### src/hdl/spg_pkg.sv
package spg_pkg;

    // Operation codes carried by a command transaction
    localparam logic [1:0] OP_LOAD  = 2'd0;
    localparam logic [1:0] OP_BUILD = 2'd1;
    localparam logic [1:0] OP_NEXT  = 2'd2;

    // Configuration register indexes
    localparam int CFG_IDX_W = 2;
    localparam int CFG_DATA_W = 32;
    localparam logic [CFG_IDX_W-1:0] REG_DEGREE      = 2'd0;
    localparam logic [CFG_IDX_W-1:0] REG_POLY_COEFFS = 2'd1;
    localparam logic [CFG_IDX_W-1:0] REG_UNIT_DIM    = 2'd2;
    localparam logic [CFG_IDX_W-1:0] REG_POINT_COUNT = 2'd3;

    // Command payload
    typedef struct packed {
        logic [1:0]  operation;
        logic [4:0]  slot;
        logic [17:0] init_value;
    } cmd_t;

    // Result payload
    typedef struct packed {
        logic [31:0] point;
        logic        last_point;
        logic        exhausted;
    } res_t;

    // Controller states
    typedef enum logic [2:0] {
        ST_IDLE,
        ST_NEXT_UPD,
        ST_UNIT_FILL,
        ST_BLD_RD,
        ST_BLD_ACC,
        ST_BLD_WR
    } state_t;

    // Controller to datapath commands
    typedef struct packed {
        logic load_we;    // write a loaded direction integer
        logic bld_init;   // restart sequence, set up build counters
        logic next_emit;  // emit current point, advance index
        logic next_upd;   // fold fetched direction number into point
        logic unit_wr;    // write one power-of-two entry
        logic bld_rd;     // fetch one recurrence term
        logic bld_acc;    // accumulate fetched term
        logic bld_wr;     // store accumulated entry
    } ctl_t;

    // Datapath to controller status
    typedef struct packed {
        logic unit_mode;
        logic build_skip;
        logic need_upd;
        logic i_last;
        logic k_one;
    } sts_t;

endpackage

### src/hdl/spg_ram.sv
module spg_ram #(
    parameter int WIDTH = 32,
    parameter int DEPTH = 32
) (
    input  logic                     clk,
    input  logic                     we,
    input  logic [$clog2(DEPTH)-1:0] waddr,
    input  logic [WIDTH-1:0]         wdata,
    input  logic [$clog2(DEPTH)-1:0] raddr,
    output logic [WIDTH-1:0]         rdata
);

    logic [WIDTH-1:0] mem [DEPTH];

    // one write port, registered read port
    always_ff @(posedge clk)
    begin
        if (we)
        begin
            mem[waddr] <= wdata;
        end
        rdata <= mem[raddr];
    end

endmodule

### src/hdl/spg_ctrl.sv
module spg_ctrl
    import spg_pkg::*;
(
    input  logic       clk,
    input  logic       rst_n,
    input  logic       cmd_valid,
    input  logic [1:0] operation,
    input  logic       res_valid,
    input  logic       res_ready,
    input  sts_t       sts,
    output logic       cmd_ready,
    output ctl_t       ctl
);

    state_t state_reg;
    state_t state_next;
    logic   accept;

    // state register
    always_ff @(posedge clk or negedge rst_n)
    begin
        if (!rst_n)
        begin
            state_reg <= ST_IDLE;
        end
        else
        begin
            state_reg <= state_next;
        end
    end

    // next state and commands
    always_comb
    begin
        state_next = state_reg;
        ctl        = '0;
        cmd_ready  = 1'b0;
        accept     = 1'b0;
        case (state_reg)
            ST_IDLE:
            begin
                // a result slot must be free before taking a transaction
                cmd_ready = !res_valid || res_ready;
                accept    = cmd_valid && cmd_ready;
                if (accept)
                begin
                    case (operation)
                        OP_LOAD:
                        begin
                            ctl.load_we = 1'b1;
                        end
                        OP_BUILD:
                        begin
                            ctl.bld_init = 1'b1;
                            if (sts.unit_mode)
                            begin
                                state_next = ST_UNIT_FILL;
                            end
                            else if (!sts.build_skip)
                            begin
                                state_next = ST_BLD_RD;
                            end
                        end
                        OP_NEXT:
                        begin
                            ctl.next_emit = 1'b1;
                            if (sts.need_upd)
                            begin
                                state_next = ST_NEXT_UPD;
                            end
                        end
                        default:
                        begin
                        end
                    endcase
                end
            end
            ST_NEXT_UPD:
            begin
                ctl.next_upd = 1'b1;
                state_next   = ST_IDLE;
            end
            ST_UNIT_FILL:
            begin
                ctl.unit_wr = 1'b1;
                if (sts.i_last)
                begin
                    state_next = ST_IDLE;
                end
            end
            ST_BLD_RD:
            begin
                ctl.bld_rd = 1'b1;
                state_next = ST_BLD_ACC;
            end
            ST_BLD_ACC:
            begin
                ctl.bld_acc = 1'b1;
                state_next  = sts.k_one ? ST_BLD_WR : ST_BLD_RD;
            end
            ST_BLD_WR:
            begin
                ctl.bld_wr = 1'b1;
                state_next = sts.i_last ? ST_IDLE : ST_BLD_RD;
            end
            default:
            begin
                state_next = ST_IDLE;
            end
        endcase
    end

endmodule

### src/hdl/spg_dpath.sv
module spg_dpath
    import spg_pkg::*;
#(
    parameter int FRACTION_BITS = 32,
    parameter int MAX_DEGREE    = 18
) (
    input  logic                  clk,
    input  logic                  rst_n,
    input  logic                  cfg_we,
    input  logic [CFG_IDX_W-1:0]  cfg_index,
    input  logic [CFG_DATA_W-1:0] cfg_data,
    input  cmd_t                  cmd,
    input  ctl_t                  ctl,
    output sts_t                  sts,
    input  logic                  res_ready,
    output logic                  res_valid,
    output res_t                  res
);

    localparam int FB = FRACTION_BITS;
    localparam int IW = $clog2(FB + 1);
    localparam int AW = $clog2(FB);
    localparam int KW = $clog2(MAX_DEGREE + 1);
    localparam int CW = ((IW > KW) ? IW : KW) + 1;

    // configuration registers
    logic [4:0]  degree_reg;
    logic [16:0] poly_reg;
    logic        unit_reg;
    logic [31:0] count_reg;

    // sequence state
    logic [FB-1:0] cur_reg;
    logic [31:0]   idx_reg;
    logic          oop_reg;

    // build counters
    logic [IW-1:0] i_reg;
    logic [KW-1:0] k_reg;
    logic [KW-1:0] s_reg;
    logic [FB-1:0] acc_reg;

    // result register
    logic res_valid_reg;
    res_t res_reg;

    logic [KW-1:0] s_clamp;
    logic [5:0]    c_pos;
    logic          idx_full;
    logic          slot_ok;
    logic [FB-1:0] m_ext;
    logic [FB-1:0] load_val;
    logic [FB-1:0] unit_val;
    logic [5:0]    cidx;
    logic [63:0]   poly_ext;
    logic          coef;
    logic [AW-1:0] bld_addr;
    logic [AW-1:0] nxt_addr;
    logic [AW-1:0] rd_addr;
    logic [AW-1:0] wr_addr;
    logic [FB-1:0] wr_data;
    logic          wr_en;
    logic [FB-1:0] rd_data;

    // configuration writes
    always_ff @(posedge clk or negedge rst_n)
    begin
        if (!rst_n)
        begin
            degree_reg <= 5'd1;
            poly_reg   <= '0;
            unit_reg   <= 1'b0;
            count_reg  <= 32'd1;
        end
        else if (cfg_we)
        begin
            case (cfg_index)
                REG_DEGREE:      degree_reg <= cfg_data[4:0];
                REG_POLY_COEFFS: poly_reg   <= cfg_data[16:0];
                REG_UNIT_DIM:    unit_reg   <= cfg_data[0];
                REG_POINT_COUNT: count_reg  <= cfg_data[31:0];
                default:
                begin
                end
            endcase
        end
    end

    // degree clamped to 1..MAX_DEGREE
    always_comb
    begin
        if (degree_reg == 5'd0)
        begin
            s_clamp = KW'(1);
        end
        else if ({1'b0, degree_reg} > 6'(MAX_DEGREE))
        begin
            s_clamp = KW'(MAX_DEGREE);
        end
        else
        begin
            s_clamp = KW'(degree_reg);
        end
    end

    // 1-based position of the lowest zero bit of the index
    always_comb
    begin
        c_pos = 6'd32;
        for (int b = 31; b >= 0; b--)
        begin
            if (!idx_reg[b])
            begin
                c_pos = 6'(b + 1);
            end
        end
    end

    assign idx_full = (idx_reg == '1);

    // load: m scaled up to its slot position
    assign slot_ok  = (cmd.slot != 5'd0) && ({1'b0, cmd.slot} <= 6'(MAX_DEGREE))
                      && ({2'b00, cmd.slot} <= 7'(FB));
    assign m_ext    = FB'(cmd.init_value);
    assign load_val = m_ext << (CW'(FB) - CW'(cmd.slot));

    // first-dimension entry: 1 scaled to position i
    assign unit_val = FB'(1) << (CW'(FB) - CW'(i_reg));

    // recurrence coefficient for term k
    assign cidx     = 6'(s_reg) - 6'(k_reg) - 6'd1;
    assign poly_ext = 64'(poly_reg);
    assign coef     = poly_ext[cidx];

    // table ports
    assign bld_addr = AW'(CW'(i_reg) - CW'(k_reg) - CW'(1));
    assign nxt_addr = AW'(c_pos - 6'd1);
    assign rd_addr  = ctl.bld_rd ? bld_addr : nxt_addr;
    assign wr_en    = (ctl.load_we && slot_ok) || ctl.unit_wr || ctl.bld_wr;
    assign wr_addr  = ctl.load_we ? AW'(cmd.slot - 5'd1) : AW'(i_reg - IW'(1));
    assign wr_data  = ctl.load_we ? load_val : (ctl.unit_wr ? unit_val : acc_reg);

    spg_ram #(
        .WIDTH (FB),
        .DEPTH (FB)
    ) u_table (
        .clk   (clk),
        .we    (wr_en),
        .waddr (wr_addr),
        .wdata (wr_data),
        .raddr (rd_addr),
        .rdata (rd_data)
    );

    // point, index and exhaustion
    always_ff @(posedge clk or negedge rst_n)
    begin
        if (!rst_n)
        begin
            cur_reg <= '0;
            idx_reg <= '0;
            oop_reg <= 1'b0;
        end
        else if (ctl.bld_init)
        begin
            cur_reg <= '0;
            idx_reg <= '0;
            oop_reg <= 1'b0;
        end
        else if (ctl.next_emit && !oop_reg)
        begin
            if (idx_full)
            begin
                oop_reg <= 1'b1;
            end
            else
            begin
                idx_reg <= idx_reg + 32'd1;
            end
        end
        else if (ctl.next_upd)
        begin
            cur_reg <= cur_reg ^ rd_data;
        end
    end

    // build counters
    always_ff @(posedge clk or negedge rst_n)
    begin
        if (!rst_n)
        begin
            i_reg <= '0;
            k_reg <= '0;
            s_reg <= '0;
        end
        else if (ctl.bld_init)
        begin
            s_reg <= s_clamp;
            k_reg <= s_clamp;
            i_reg <= unit_reg ? IW'(1) : IW'(CW'(s_clamp) + CW'(1));
        end
        else if (ctl.unit_wr)
        begin
            i_reg <= i_reg + IW'(1);
        end
        else if (ctl.bld_acc)
        begin
            k_reg <= k_reg - KW'(1);
        end
        else if (ctl.bld_wr)
        begin
            i_reg <= i_reg + IW'(1);
            k_reg <= s_reg;
        end
    end

    // term accumulator: base term first, then the coefficient terms
    always_ff @(posedge clk)
    begin
        if (ctl.bld_acc)
        begin
            if (k_reg == s_reg)
            begin
                acc_reg <= rd_data ^ (rd_data >> s_reg);
            end
            else if (coef)
            begin
                acc_reg <= acc_reg ^ rd_data;
            end
        end
    end

    // result register
    always_ff @(posedge clk or negedge rst_n)
    begin
        if (!rst_n)
        begin
            res_valid_reg <= 1'b0;
        end
        else if (ctl.next_emit)
        begin
            res_valid_reg <= 1'b1;
        end
        else if (res_ready)
        begin
            res_valid_reg <= 1'b0;
        end
    end

    always_ff @(posedge clk)
    begin
        if (ctl.next_emit)
        begin
            res_reg.point      <= 32'(cur_reg);
            res_reg.last_point <= !oop_reg && (idx_reg == count_reg - 32'd1);
            res_reg.exhausted  <= oop_reg;
        end
    end

    assign res_valid = res_valid_reg;
    assign res       = res_reg;

    // status
    assign sts.unit_mode  = unit_reg;
    assign sts.build_skip = CW'(s_clamp) >= CW'(FB);
    assign sts.need_upd   = !oop_reg && !idx_full && ({1'b0, c_pos} <= 7'(FB));
    assign sts.i_last     = CW'(i_reg) == CW'(FB);
    assign sts.k_one      = k_reg == KW'(1);

endmodule

### src/hdl/sobol_point_generator_unit.sv
// One dimension of a Sobol sequence, points as FRACTION_BITS-bit fractions
// (low 32 bits shown on res.point). Per command transaction: a load writes
// its slot of the direction table; a next point emits the current point and,
// when a direction number is folded in, also does one registered read of the
// direction table, then the XOR; a first-dimension build writes every entry
// with a power of two; a recurrence build for degree s fills the entries above
// s, each reading its s terms one at a time through the table's read port. The
// result of a next point is registered, and a new transaction is taken only
// when the result register is free or being drained in the same cycle. The
// table holds no reset value: load every slot 1..s before a recurrence build,
// and build before the first next point.
module sobol_point_generator_unit
    import spg_pkg::*;
#(
    parameter int FRACTION_BITS = 32,
    parameter int MAX_DEGREE    = 18
) (
    input  logic                  clk,
    input  logic                  rst_n,
    input  logic                  cfg_we,
    input  logic [CFG_IDX_W-1:0]  cfg_index,
    input  logic [CFG_DATA_W-1:0] cfg_data,
    input  logic                  cmd_valid,
    output logic                  cmd_ready,
    input  cmd_t                  cmd,
    output logic                  res_valid,
    input  logic                  res_ready,
    output res_t                  res
);

    ctl_t ctl;
    sts_t sts;

    spg_ctrl u_ctrl (
        .clk       (clk),
        .rst_n     (rst_n),
        .cmd_valid (cmd_valid),
        .operation (cmd.operation),
        .res_valid (res_valid),
        .res_ready (res_ready),
        .sts       (sts),
        .cmd_ready (cmd_ready),
        .ctl       (ctl)
    );

    spg_dpath #(
        .FRACTION_BITS (FRACTION_BITS),
        .MAX_DEGREE    (MAX_DEGREE)
    ) u_dpath (
        .clk       (clk),
        .rst_n     (rst_n),
        .cfg_we    (cfg_we),
        .cfg_index (cfg_index),
        .cfg_data  (cfg_data),
        .cmd       (cmd),
        .ctl       (ctl),
        .sts       (sts),
        .res_ready (res_ready),
        .res_valid (res_valid),
        .res       (res)
    );

    // never take a transaction with nowhere to put its result
    a_ready_room: assert property (@(posedge clk) disable iff (!rst_n)
        cmd_ready |-> (!res_valid || res_ready))
        else $error("command taken while result register is full");

    // a next-point transaction yields a result in the following cycle
    a_next_result: assert property (@(posedge clk) disable iff (!rst_n)
        (cmd_valid && cmd_ready && cmd.operation == OP_NEXT) |=> res_valid)
        else $error("next point produced no result");

    // an exhausted result is never flagged last
    a_exh_not_last: assert property (@(posedge clk) disable iff (!rst_n)
        (res_valid && res.exhausted) |-> !res.last_point)
        else $error("exhausted result marked last");

    // loads and builds never produce a result
    a_no_spurious: assert property (@(posedge clk) disable iff (!rst_n)
        (cmd_valid && cmd_ready && cmd.operation != OP_NEXT && !res_valid)
        |=> !res_valid)
        else $error("result without a next-point command");

endmodule

### config.mk
export PLATFORM = sky130hd
export DESIGN_NAME = sobol_point_generator_unit
export DESIGN_NICKNAME = d
export VERILOG_FILES = /design/src/hdl/spg_pkg.sv /design/src/hdl/spg_ram.sv /design/src/hdl/spg_ctrl.sv /design/src/hdl/spg_dpath.sv /design/src/hdl/sobol_point_generator_unit.sv
export SDC_FILE = /design/constraint.sdc
export NUM_CORES = 2
export LEC_CHECK = 0
export BUFFER_PORTS_ARGS = -buffer_cell sky130_fd_sc_hd__buf_4
export CAP_MARGIN = 20
export CORE_ASPECT_RATIO = 1.5
export CORE_UTILIZATION = 26
export DETAILED_ROUTE_END_ITERATION = 8
export PLACE_DENSITY = 0.45
export SKIP_CTS_REPAIR_TIMING = 1
export SLEW_MARGIN = 0
export SYNTH_ARGS = -nofsm -noshare
export SYNTH_HDL_FRONTEND = slang
export SYNTH_HIERARCHICAL = 1
export SYNTH_SLANG_ARGS = --single-unit
### constraint.sdc
create_clock -name clk -period 5.33 [get_ports clk]
set_input_delay 0.2665 -clock clk [delete_from_list [all_inputs] [get_ports clk]]
set_output_delay 0.2665 -clock clk [all_outputs]
set_load 0.03 [all_outputs]
==> flow_summary.yaml <==
grt:
  grt_overflow_total: 0
  global_route.usage.total: 0.162
  wire_length_of_the_first_global_routing_pass_um: 249000
  groute.layer.met3.usage: 0.0152
  grt_max_degree: 73
  grt_pass1_vias: 33573
  grt_antenna_before_repair: 1
  global_route.usage.met2: 0.306
  most_used_layer_global_route: "met2"
  gr-usage-met1: 0.183
flow_run:
  maxCapViolations: 0
worst_hold_path:
  hold_end: "u_ctrl/state_reg[0]"
  hold-path-cell-count: 5
  hold_path_startpoint: "cmd[24]"
  worstHoldPathType: "in2reg"
synthesis:
  yosys.cell_types.count: 88
  synth.most_common_cell: "edfxtp_1"
  synth-simple-area-share: 0.0724
  synth_top_family_by_area: "multiplexers"
  post_synth_xor_area_fraction: 0.0246
  yosys_register_bits: 1262
  synth_compound_area_frac: 0.0705
  synth_edf_count: 1090
  top_cells_by_count_synth: "edfxtp_1, mux2i_1, nand2_1"
  synthAdderAreaFrac: 0.00591
  synth_area_mm2: 0.0551
  mappedNetlistNets: 3891
  synthDominantCellAreaShare: 0.594
  netlist.top_cell.by_area: "edfxtp_1"
  postSynthAreaPerCell_um2: 14.5
  dominantRegCellSynth: "edfxtp_1"
  synthArstFlopShare: 0.111
  post_synth_inst_count: 3803
  synth.area.top_cells: "edfxtp_1, mux2i_1, dfrtp_1, mux4_2, nand2_1"
  multiplexer_area_fraction_after_synthesis: 0.132
  yosys_warnings: 6
  synth_seq_area_share: 0.669
route:
  drt_drc_violations_left: 0
  first_iter_violations: 2087
  vias: 32976
  pre_antenna_drt_iters: 7
  ant_nets: 0
  drt-vias-per-instance: 4.79
  avg_wl_per_cell_um: 25.7
  postRouteWirelength_um: 177000
clocking:
  htree_levels: 3
  cts.path.max_buffers: 3
  clk_latency_ns: 0.74
  cts_root_buffer: "clkbuf_16"
  cts.sink_count: 1262
  tritoncts: "yes"
  path_clk_slew_ns: 0.07
  cts_made_buffers: 115
setup_path:
  critPathMaxFanout: 36
  cp.arrival_ns: 5.24
  setup.worst_path.class: "reg2reg"
  timing.reg2reg.setup_slack_ns: 0.46
  crit_path_cell_trace: "nor3_1, nand3_1, nor3_2, buf_4, a311o_1, or3b_2, nor2_4, buf_4"
  r2r_start: "u_ctrl/state_reg[2]"
  worstSetupStartpointType: "flip-flop"
  critical_path_s_most_frequent_cell: "buf_4"
  worstRegToRegCells: 8
  r2r-end: "u_dpath/u_table/mem[0][16]"
  max_stage_delay_ns: 0.73
  critical_path.endpoint_type: "flip-flop"
  timing.critical_path.required_ns: 5.69
  cp_slowest_cell: "buf_4"
placed_design:
  number_of_buffers_added_on_ports: 99
  globalplace.congestion: 0.880
  placed_cells: 6629
  dp.final_hpwl_um: 113000
finish:
  drive_above_1_share: 0.160
  multi_input_comb_area_mm2: 0.0175
  final_cells: 6887
  ff_latch_area_mm2: 0.0369
  filler_cell_count: 20960
  design.final.nets: 4066
  max_reg_flops: 1024
  areaGrowthSynthToFinish_pct: 17.1
  fin_util: 0.307
power:
  share_of_power_burned_in_combinational_logic: 0.411
  internal-power_mw: 23.0
  cellPowerDensity_mw_per_mm2: 586
  cellLeakagePower_nw: 21.6
  ir_worst_vdd_uv: 439
  seq_power_share: 0.367
  clockPowerShare: 0.222
  total_power_mw: 37.8
  power.net_switching_mw: 14.8
  netSwitchingFraction: 0.392
timing:
  clock_skew_ns: 0.0336
  clock.fmax_mhz: 205
  finalHoldViolCount: 0
  worst_slew_margin_relative_to_its_limit: 0.231
  tightest_slew_ns: 1.15
  timing_max_transition_violations_final: 0
  final-setup-viol-count: 0
  fin_tns_setup_ns: 0
  timing.final.crit_share: 0.914
  rsz0062_at_grt: "false"
  timing.final.crit_period_ns: 4.87
floorplan:
  initial_cell_density_of_the_core: 0.262
  floorplan.core_area_mm2: 0.210
  num_rows: 206
  die_x_um: 378
  floorplan.die.height_um: 566
  die_outline_area_mm2: 0.214
  io_pins: 100
run_status:
  status: "finished clean"
[placed cells by master (no fill, tap or decap), types with 11 or more instances in the layout]
cell	Yosys	final
xor2_1	69	68
clkinv_1	0	16
nand3b_1	12	12
edfxtp_1	1090	1090
or3_1	11	11
mux2_2	63	62
nand3_1	131	129
mux4_2	48	48
o22ai_4	0	16
nor2b_1	42	39
nand4_1	15	15
nor2_1	178	144
o22ai_2	0	14
a22o_1	64	64
a211oi_1	17	17
nor4_1	16	16
a21oi_1	182	181
dlygate4sd3_1	0	38
dfrtp_1	138	137
nor3_1	76	75
clkbuf_16	0	123
inv_1	48	48
nor2_4	0	34
nand2_1	265	264
mux2i_1	548	548
ha_1	22	22
clkinv_2	0	22
o21ai_0	64	63
buf_4	36	222
clkbuf_1	126	22
dfxtp_1	32	32
a22oi_1	107	107
xnor2_1	86	86
nand2b_1	16	14
buf_12	0	28
a31oi_1	45	45
and3_1	13	13
[worst max path at each step]
| stage | depth (start not counted) | start | slack [ns] | endpoint |
|---|---|---|---|---|
| 6_report | 8 | u_ctrl/state_reg[2] | 0.46 | u_dpath/u_table/mem[0][16] |
| 5_1_grt | 13 | u_ctrl/state_reg[2] | 0.22 | u_dpath/u_table/mem[0][25] |
| 4_1_cts | 8 | u_ctrl/state_reg[2] | 0.48 | u_dpath/u_table/mem[0][27] |
| 3_5_place_dp | 8 | u_ctrl/state_reg[2] | 0.51 | u_dpath/u_table/mem[0][28] |
| 3_3_place_gp | 13 | u_ctrl/state_reg[2] | 0.52 | u_dpath/u_table/mem[1][28] |
| 2_1_floorplan | 12 | u_dpath/res_valid | 0.39 | u_dpath/u_table/mem[19][0] |
[power groups by stage]
stage	Combinational, mW	Sequential, mW	Clock [mW]
after floorplan	9.89	13.6	0
after global placement	15.7	14.1	0
after detailed placement	15.7	14.1	0
after CTS	15.7	13.9	8.64
after global routing	16.6	13.9	8.97
final	15.6	13.9	8.41
[cell type report]
type,count,area share
flip-flops and latches,1262,0.572
multi-input cells,2259,0.271
well taps,2808,0.0545
clock buffers,153,0.0505
repair buffers,292,0.0411
clock inverters,62,0.00803
inverters,48,0.00279
diodes,3,0.000116
[through the flow]
stage,instance area (um^2),worst slack [ns],hold slack (ns)
after floorplan,55100,0.391,-0.0291
after global placement,60300,0.515,0.304
after detailed placement,60300,0.515,0.315
after CTS,64100,0.483,-0.498
after global routing,64500,0.221,0.0132
final,64500,0.459,0.0177
[metal layers]
| layer | wire (um) | share of wire |
|---|---|---|
| met2 | 94800 | 0.54 |
| met4 | 8270 | 0.047 |
| met5 | 0 | 0 |
| met1 | 68100 | 0.38 |
| met3 | 5900 | 0.033 |
[worst max-delay path, delay by kind of cell, from the launching register on]
family	cells	cell delay (ns)
simple gates	5	2.37
buf+inv	2	1.24
compound gates	1	0.36
flops	1	0.44
[cell families after synthesis]
kind of cell               after synthesis
DFF                                   1262
and+or+nand+nor                        831
muxes                                  659
AOI/OAI and AO/OA                      588
buffers and inverters                  282
xor gates and xnor gates               155
adders and majority gates               25
other                                    1
No activity file was read; power rests on OpenSTA's default activity.
